<file path="src/rtl/sorted_table_binary_search_core_macros.svh">
// Assertion macros for the sorted table binary search core.
// Included by RTL files that carry concurrent checks; no dependencies.
`ifndef SORTED_TABLE_BINARY_SEARCH_CORE_MACROS_SVH
`define SORTED_TABLE_BINARY_SEARCH_CORE_MACROS_SVH

// Same-cycle implication, disabled during reset.
`define STBS_ASSERT_IMP(lbl, clk, rst_n, ante, cons, msg) \
  lbl: assert property (@(posedge clk) disable iff (!rst_n) (ante) |-> (cons)) else $error(msg);

// Next-cycle implication, disabled during reset.
`define STBS_ASSERT_NXT(lbl, clk, rst_n, ante, cons, msg) \
  lbl: assert property (@(posedge clk) disable iff (!rst_n) (ante) |=> (cons)) else $error(msg);

`endif

</file>
<file path="src/rtl/stbs_pkg.sv">
// Shared types and constants for the sorted table binary search core.
// No dependencies; imported by the interfaces, stbs_cmp and the core.
package stbs_pkg;

  localparam int unsigned TableDepthDefault = 256;
  localparam int unsigned KeyW   = 32;
  localparam int unsigned IdxW   = 8;
  localparam int unsigned CountW = 9;
  localparam int unsigned ModeW  = 2;
  // search bounds run from -1 to 511, their sum up to 1022
  localparam int unsigned PtrW   = 11;

  localparam logic OpWrite = 1'b0;
  localparam logic OpQuery = 1'b1;

  localparam logic [ModeW-1:0] ModeLower = 2'd0;
  localparam logic [ModeW-1:0] ModeUpper = 2'd1;
  localparam logic [ModeW-1:0] ModeExact = 2'd2;

  typedef struct packed {
    logic lt;
    logic eq;
  } cmp_t;

endpackage

</file>
<file path="src/rtl/stbs_cmp.sv">
// Shared signed key comparator used by every probe of the search.
// Depends on stbs_pkg.
module stbs_cmp import stbs_pkg::*; (
  input  logic signed [KeyW-1:0] entry_i,
  input  logic signed [KeyW-1:0] key_i,
  output cmp_t                   cmp_o
);

  assign cmp_o.lt = (entry_i < key_i);
  assign cmp_o.eq = (entry_i == key_i);

endmodule

</file>
<file path="config.mk">
export PLATFORM = sky130hd
export DESIGN_NAME = stbs_cmp
export DESIGN_NICKNAME = d
export VERILOG_FILES = /design/src/rtl/sorted_table_binary_search_core_macros.svh /design/src/rtl/stbs_pkg.sv /design/src/rtl/stbs_cmp.sv
export SDC_FILE = /design/constraint.sdc
export NUM_CORES = 1
export LEC_CHECK = 0
export ABC_AREA = 1
export BUFFER_PORTS_ARGS = -buffer_cell sky130_fd_sc_hd__buf_4
export CAP_MARGIN = 0
export CELL_PAD_IN_SITES_DETAIL_PLACEMENT = 2
export CELL_PAD_IN_SITES_GLOBAL_PLACEMENT = 2
export CORE_ASPECT_RATIO = 0.75
export CORE_UTILIZATION = 21
export DETAILED_ROUTE_END_ITERATION = 10
export PLACE_DENSITY_LB_ADDON = 0.12
export SYNTH_ARGS = -nofsm -noshare
export SYNTH_HDL_FRONTEND = slang
export SYNTH_SLANG_ARGS = --single-unit
</file>
<file path="constraint.sdc">
create_clock -name vclk -period 2.7
set_clock_uncertainty 0.05 [all_clocks]
set_input_delay 0.405 -clock vclk [all_inputs]
set_output_delay 0.405 -clock vclk [all_outputs]
set_load 0.1 [all_outputs]
</file>
==> summary.md, run 1 <==
| Metric | Value |
|---|---|
| HP Class | `input port to output pin` |
| Vias | `roughly 1100` |
| Layout fillers | `526` |
| Fin. max-slew vios | `0` |
| Port Buffers | `66` |
| Placed instance area | `1460 um^2` |
| Post-DP HPWL | `2.94 mm` |
| DRT Wirelength | `between 2 and 3 mm` |
| CTS Hold Bufs | `0` |
| N_diodes | `0` |
| P per Cell Area | `151 nW/um^2` |
| Drt drc | `0` |
| F_max | `433 MHz` |
| Worst path cell trace | `buf_4 -> inv_1 -> ha_1 -> nand2_1 -> nor2_1 -> nand4_2 -> nor2_1 -> nand2_1 -> nand2_1 -> nand2_1 -> nand2_1 -> buf_4` |
| Slowest library cell on the worst path | `ha_1` |
| Starting Density | `21.9%` |
| Final worst slack | `approximately 0.39 ns` |
| Reg area | `0 um^2` |
| Worst setup SP type | `input port` |
| Seq/Total Area, Yosys | `0%` |
| Hold Vio Cnt, Final | `0` |
| # clk buffers | `0` |
| Synth warn | `0` |
| DIE AREA | `4480 um^2` |
| Routability congestion estimate | `0.698` |
| Fin cells | `265` |
| Delay-heaviest family, CP | `simple AND/OR/NAND/NOR gates` |
| Outcome | `complete, no violations` |
| WS Path Type | `input port to output pin` |
| Seq_cells | `0` |
| Nets | `308` |
| Commonest non-fill, non-tap cell in the layout | `buf_4` |
| Setup WS pre-CTS | `0.360 ns` |
| Gr usage total | `13.5%` |
| Worst Path Max Fanout | `2` |
| Postcts setup bufs | `0` |
| Static leakage | `about 0.95 nW` |
| Routed len/inst | `11.2 um` |
| First-pass GRT wire length | `4.98 mm` |
| Mapped Cells | `144` |
| Core area | `4050 um^2` |
| Most frequent cells in the layout | `buf_4, inv_1, nand2_1` |
| Post-Layout Inst Area | `between 1000 and 1500 um^2` |
| Multi-input logic area | `747 um^2` |
| Slew @ Worst Pin | `approximately 0.28 ns` |
| Largest net degree at the start of global routing | `5` |
| Fin crit share | `85.5%` |
| DR iter-0 viols | `8` |
| Syn avg cell area | `6.15 um^2` |
| Critical Path RT | `2.25 ns` |
| Max incr delay on CP | `0.29 ns` |
| Maximum vdd drop | `48.5 uV` |
| Mapped Area | `886 um^2` |
| Min Clock Period, post-route | `2.31 ns` |
| Post-Syn Nets | `240` |
| Critical Path AT | `about 1.9 ns` |
| Hold Path Stages | `6` |
| Share of cells above drive strength 1 | `35.2%` |
| Via count of the first global-routing pass | `1203` |
| Remaining antenna violation count after routing | `0` |
| # rows | `20` |
| Chip height | `58.2 um` |
| Fin Hold WS | `1.44 ns` |
| Max-slew headroom | `81.4%` |
| Post-cts sizing count | `0` |
| Hold Path Sink | `cmp_o[1]` |
| Initial DRT Pass Iterations | `2` |
| Final setup violation count | `0` |
| Final setup TNS | `0 ns` |
| Via density per instance | `~4.2` |
| Pwr Total | `approximately 0.22 mW` |
| Kind of end point of the critical path | `output pin` |
| RSZ-0062 raised after global routing | `no` |
| Post-layout util | `a little over a third` |
| Maxcap violations | `0` |
| Hold Startpoint | `entry_i[31]` |
| # IOs | `66` |
| Grt ovf | `0` |
| Synth-to-Final Area Change | `65.0%` |
| Crit path top cell by count | `nand2_1` |
| Worst Path Buf+Inv | `3` |
| Yosys cell types | `16` |
| Post-Place Cells | `265` |
| Antenna violations before repair | `0` |
| Die width | `around 77 um` |
==> layout make-up <==
cell class | count | share of cell area [%]
inverter | 40 | 10.3
multi-input combinational | 104 | 51.1
tap | 55 | 4.71
timing repair buffer | 66 | 33.9
==> tightest hold or removal path, cell delays in order <==
cell and delay (ns):
buf_4 0.08, ha_1 0.21, inv_1 0.06, nand2_1 0.06, nand2_1 0.04, buf_4 0.22
==> how the worst max path moves through the flow <==
stage / cells past startpoint / end / from
6_report: 12 / cmp_o[1] / key_i[23]
3_5_place_dp: 12 / cmp_o[1] / key_i[23]
3_3_place_gp: 11 / cmp_o[1] / entry_i[23]
4_1_cts: 12 / cmp_o[1] / key_i[23]
2_1_floorplan: 10 / cmp_o[1] / key_i[23]
5_1_grt: 12 / cmp_o[1] / key_i[23]
==> cells in the mapped netlist <==
master | n | share of area [%]
ha_1 | 32 | 45
nand2_2 | 2 | 1.4
a21oi_2 | 1 | 0.99
nor2_2 | 1 | 0.71
nand4_1 | 2 | 1.4
a21o_1 | 1 | 0.85
o21a_2 | 1 | 0.99
o21ai_0 | 2 | 1.1
nor3_2 | 1 | 1.1
nor2_1 | 9 | 3.8
nand4_2 | 1 | 1.4
a21oi_1 | 12 | 6.8
nand3_1 | 3 | 1.7
nand2_1 | 34 | 14
inv_1 | 40 | 17
nor3_1 | 2 | 1.1
==> logic make-up after synthesis <==
logic type / Yosys count / share of synthesized area, %
compound gates: 17 / 10.7
simple gates: 55 / 27.1
buf+inv: 40 / 16.9
fa+ha+maj: 32 / 45.2
==> where the power goes <==
part | internal, mW | switching (mW) | total, mW | leakage, nW
Combinational | 0.114 | 0.107 | 0.221 | 0.946
Clock | 0 | 0 | 0 | 0
Sequential | 0 | 0 | 0 | 0
==> per-layer routing <==
layer | track usage (%) | up-vias | part of all wire, %
li1 | - | 587 | -
met1 | 14.4 | 509 | 39
met2 | 30.9 | 28 | 57
met3 | 0.472 | 0 | 4.0
met4 | 0 | 0 | 0
met5 | 0 | - | 0
(Power assumes the default switching activity.)
==> run 2, diff against run 1 <==
- GPL_TIMING_DRIVEN: unset -> 0
==> summary.md, run 2 (synthesized netlist as in run 1, its figures left out) <==
| Metric | Value |
|---|---|
| Outcome | `complete, no violations` |
| Antenna violations before repair | `0 (unchanged)` |
| Delay-heaviest family, CP | `simple AND/OR/NAND/NOR gates` |
| Via density per instance | `4.31 (+1.7%)` |
| RSZ-0062 raised after global routing | `no` |
| Maximum vdd drop | `51.0 uV (+5.2%)` |
| Final setup TNS | `0 ns (unchanged)` |
| Max incr delay on CP | `0.29 ns (about the same)` |
| Initial DRT Pass Iterations | `4 (+2)` |
| Hold Path Sink | `cmp_o[1]` |
| Share of cells above drive strength 1 | `35.2% (unchanged)` |
| Kind of end point of the critical path | `output pin` |
| Pwr Total | `0.220 mW (-0.30%)` |
| Slowest library cell on the worst path | `ha_1` |
| Remaining antenna violation count after routing | `0 (unchanged)` |
| DIE AREA | `4480 um^2 (unchanged)` |
| Chip height | `58.2 um (unchanged)` |
| Hold Path Stages | `6 (unchanged)` |
| Starting Density | `21.9% (unchanged)` |
| Via count of the first global-routing pass | `1273 (+5.8%)` |
| Worst Path Max Fanout | `2 (unchanged)` |
| Seq_cells | `0 (unchanged)` |
| DR iter-0 viols | `4 (-4)` |
| Largest net degree at the start of global routing | `5 (unchanged)` |
| Port Buffers | `66 (unchanged)` |
| Critical Path RT | `2.25 ns (about the same)` |
| Slew @ Worst Pin | `0.283 ns (+0.00167 ns)` |
| Routed len/inst | `11.2 um (+0.17%)` |
| Grt ovf | `0 (unchanged)` |
| Final setup violation count | `0 (unchanged)` |
| Hold Vio Cnt, Final | `0 (unchanged)` |
| Worst path cell trace | `buf_4 -> ha_1 -> nand2_1 -> nor2_1 -> nand4_2 -> nor2_1 -> nand2_1 -> nand2_1 -> nand2_1 -> nand2_1 -> buf_4` |
| Most frequent cells in the layout | `buf_4, inv_1, nand2_1` |
| Multi-input logic area | `747 um^2 (unchanged)` |
| Nets | `308 (unchanged)` |
| # clk buffers | `0 (unchanged)` |
| Critical Path AT | `1.83 ns (-0.02 ns)` |
| # IOs | `66 (unchanged)` |
| # rows | `20 (unchanged)` |
| Setup WS pre-CTS | `0.374 ns (+0.0135 ns)` |
| Vias | `1143 (+1.7%)` |
| Final worst slack | `0.417 ns (+0.0254 ns)` |
| Worst setup SP type | `input port` |
| Drt drc | `0 (unchanged)` |
| N_diodes | `0 (unchanged)` |
| Static leakage | `0.946 nW (unchanged)` |
| Reg area | `0 um^2 (unchanged)` |
| Layout fillers | `508 (-3.4%)` |
| Fin crit share | `84.6% (-0.94 points)` |
| P per Cell Area | `151 nW/um^2 (-0.30%)` |
| CTS Hold Bufs | `0 (unchanged)` |
| Routability congestion estimate | `0.688 (-1.4%)` |
| DRT Wirelength | `2.97 mm (+0.17%)` |
| Max-slew headroom | `81.3% (-0.11 points)` |
| Postcts setup bufs | `0 (unchanged)` |
| Gr usage total | `14.2% (+0.70 points)` |
| Core area | `4050 um^2 (unchanged)` |
| Fin Hold WS | `1.43 ns (-0.00411 ns)` |
| Worst Path Buf+Inv | `2 (-1)` |
| Commonest non-fill, non-tap cell in the layout | `buf_4` |
| HP Class | `input port to output pin` |
| Die width | `77.0 um (unchanged)` |
| First-pass GRT wire length | `5.23 mm (+5.0%)` |
| Maxcap violations | `0 (unchanged)` |
| Crit path top cell by count | `nand2_1` |
| Post-cts sizing count | `0 (unchanged)` |
| WS Path Type | `input port to output pin` |
| Fin. max-slew vios | `0 (unchanged)` |
| F_max | `438 MHz (+1.1%)` |
| Synth-to-Final Area Change | `65.0% (unchanged)` |
| Hold Startpoint | `entry_i[31]` |
| Post-DP HPWL | `2.91 mm (-1.0%)` |
| Min Clock Period, post-route | `2.28 ns (-0.0254 ns)` |
==> run 2: cell counts in the layout (fill, tap and decap cells not counted) <==
No cell type changed its count.
==> run 2: through the flow <==
stage	utilization [%]	cell area, um^2	cells
2_1_floorplan	-	897	144
3_3_place_gp	36.0	1460	265
3_5_place_dp	36.0	1460	265
4_1_cts	36.0	1460	265
5_1_grt	36.0	1460	265
6_report	36.0	1460	265
==> run 2: per-layer routing <==
metal  up-vias  share of wire (%)  GRT usage, %
met5         -                  0             0
met4         0                  0             0
met3         0                3.9          1.10
met2        28                 57          32.9
met1       529                 39          14.5
li1        586                  -             -
==> run 2: cell type report <==
class / count / share of cell area (%)
repair buffers: 66 / 33.9
multi-input cells: 104 / 51.1
inverters: 40 / 10.3
well taps: 55 / 4.71
==> run 2: worst max-delay path by stage <==
stage	from	end	slack (ns)	cells past startpoint
floorplan	key_i[23]	cmp_o[1]	0.31	10
global placement	entry_i[23]	cmp_o[1]	0.42	11
detailed placement	key_i[23]	cmp_o[1]	0.37	12
CTS	key_i[23]	cmp_o[1]	0.37	12
global route	entry_i[3]	cmp_o[1]	0.23	14
finish	entry_i[23]	cmp_o[1]	0.42	11
==> run 2: where the power goes <==
| part | leakage (nW) | internal [mW] | switching (mW) |
|---|---|---|---|
| logic | 0.946 | 0.113 | 0.107 |
| registers | 0 | 0 | 0 |
| clock network | 0 | 0 | 0 |
| total | 0.946 | 0.113 | 0.107 |
==> run 3, diff against run 2 <==
- CORE_UTILIZATION: 21 -> 19
- clock period: 2.7 -> 2.2 ns (I/O delays scaled with it)
==> summary.md, run 3 (synthesized netlist as in run 1, its figures left out) <==
| Metric | Value |
|---|---|
| Starting Density | `19.8% (-2.0 points)` |
| Routed len/inst | `10.8 um (-3.4%)` |
| Vias | `1131 (-1.0%)` |
| Worst Path Max Fanout | `2 (unchanged)` |
| Min Clock Period, post-route | `2.07 ns` |
| Remaining antenna violation count after routing | `0 (unchanged)` |
| First-pass GRT wire length | `4.67 mm (-11%)` |
| Initial DRT Pass Iterations | `2 (-2)` |
| # IOs | `66 (unchanged)` |
| Logic pwr share | `100.0% (about the same)` |
| Setup WS pre-CTS | `-0.0383 ns (-0.412 ns)` |
| Antenna violations before repair | `0 (unchanged)` |
| CP endpoint | `cmp_o[1]` |
| Drt drc | `0 (unchanged)` |
| Maximum vdd drop | `72.0 uV (+41%)` |
| Seq_cells | `0 (unchanged)` |
| Die width | `80.8 um (+5.0%)` |
| P per Cell Area | `191 nW/um^2 (+27%)` |
| Post-DP HPWL | `2.82 mm (-3.2%)` |
| Outcome | `complete, no violations` |
| Switching portion of total power | `48.0% (-0.66 points)` |
| Fin Hold WS | `1.24 ns (-0.191 ns)` |
| RSZ-0062 raised after global routing | `no` |
| Crit path from | `entry_i[23]` |
| Most frequent cells in the layout | `buf_4, inv_1, nand2_1` |
| Critical Path RT | `1.82 ns (-0.43 ns)` |
| Flop pwr share | `0% (unchanged)` |
| Static leakage | `0.949 nW (+0.39%)` |
| Final worst slack | `0.132 ns (-0.285 ns)` |
| Max-slew headroom | `81.4% (+0.092 points)` |
| Nets | `308 (unchanged)` |
| Chip height | `61.1 um (+5.0%)` |
| Largest net degree at the start of global routing | `5 (unchanged)` |
| N_diodes | `0 (unchanged)` |
| DIE AREA | `4940 um^2 (+10%)` |
| Routability congestion estimate | `0.642 (-6.7%)` |
| Kind of end point of the critical path | `output pin` |
| Via density per instance | `4.24 (-1.8%)` |
| Post-layout util | `33.4% (-2.6 points)` |
| Critical Path AT | `1.69 ns (-0.14 ns)` |
| # clk buffers | `0 (unchanged)` |
| Via count of the first global-routing pass | `1133 (-11%)` |
| Postcts setup bufs | `0 (unchanged)` |
| Grt ovf | `0 (unchanged)` |
| Hold Vio Cnt, Final | `0 (unchanged)` |
| Fin. max-slew vios | `0 (unchanged)` |
| # rows | `21 (+5.0%)` |
| Final setup violation count | `0 (unchanged)` |
| WS Path Type | `input port to output pin` |
| Reg area | `0 um^2 (unchanged)` |
| Worst setup SP type | `input port` |
| Commonest non-fill, non-tap cell in the layout | `buf_4` |
| F_max | `484 MHz` |
| Core area | `4470 um^2 (+10%)` |
| Post-Layout Inst Area | `1490 um^2 (+2.1%)` |
| Net switching power | `0.137 mW (+28%)` |
| Internal Power | `0.148 mW (+31%)` |
| Placed instance area | `1470 um^2 (+0.34%)` |
| HP Class | `input port to output pin` |
| Synth-to-Final Area Change | `68.5%` |
| DR iter-0 viols | `7 (+3)` |
| Layout fillers | `563 (+11%)` |
| Fin crit share | `94.0%` |
| Port Buffers | `66 (unchanged)` |
| Share of cells above drive strength 1 | `36.7% (+1.4 points)` |
| DRT Wirelength | `2.89 mm (-2.7%)` |
| Maxcap violations | `0 (unchanged)` |
| Gr usage total | `11.7% (-2.5 points)` |
| Clock network power share | `0% (unchanged)` |
| Slew @ Worst Pin | `0.282 ns (-0.00139 ns)` |
## run 3: cell counts in the layout (fill, tap and decap cells not counted)
Identical to the previous run, type by type.
## run 3: final cells by class
cell class	count	area (um^2)	area share [%]
multi-input cells	104	763	51.1
well taps	57	71.3	4.78
inverters	40	150	10.1
repair buffers	66	508	34.0
## run 3: metrics by stage
step                      setup TNS (ns)  instances  total power, mW
after floorplan                        0        144            0.145
after global placement                 0        267            0.261
after detailed placement         -0.0383        267            0.278
after CTS                              0        267            0.283
after global routing                   0        267            0.323
final                                  0        267            0.285
## run 3: per-layer routing
metal	GRT usage (%)	wire length [um]
met5	0	0
met2	24.6	1510
met4	0	0
met1	14.0	1210
met3	0.444	172
## run 3: worst min-delay path by stage
| stage | from | end | cells after the start |
|---|---|---|---|
| detailed placement | entry_i[31] | cmp_o[1] | 6 |
| global route | entry_i[31] | cmp_o[1] | 5 |
| finish | entry_i[31] | cmp_o[1] | 6 |
| CTS | entry_i[31] | cmp_o[1] | 6 |
| global placement | entry_i[31] | cmp_o[1] | 6 |
| floorplan | entry_i[16] | cmp_o[0] | 3 |
## run 3: repair_timing
item | CTS | global route
cloned | 0 | 0
pin swaps | 0 | 0
endpoints found under the setup margin | 1 | 1
resized for setup | 1 | 5
hold buffers | 0 | 0
## run 3: critical path, stage by stage
cell     delay (ns)
buf_4          0.11
ha_1           0.28
nand2_1        0.09
nor2_2         0.19
nand4_4        0.12
nor2_2         0.11
nand2_1        0.08
nand2_1        0.06
nand2_1        0.06
nand2_2        0.08
buf_12         0.17
## run 3: power by group through the flow
stage	clock, mW	combinational, mW	sequential [mW]
after floorplan	0	0.145	0
after global placement	0	0.261	0
after detailed placement	0	0.278	0
after CTS	0	0.283	0
after global routing	0	0.323	0
final	0	0.285	0
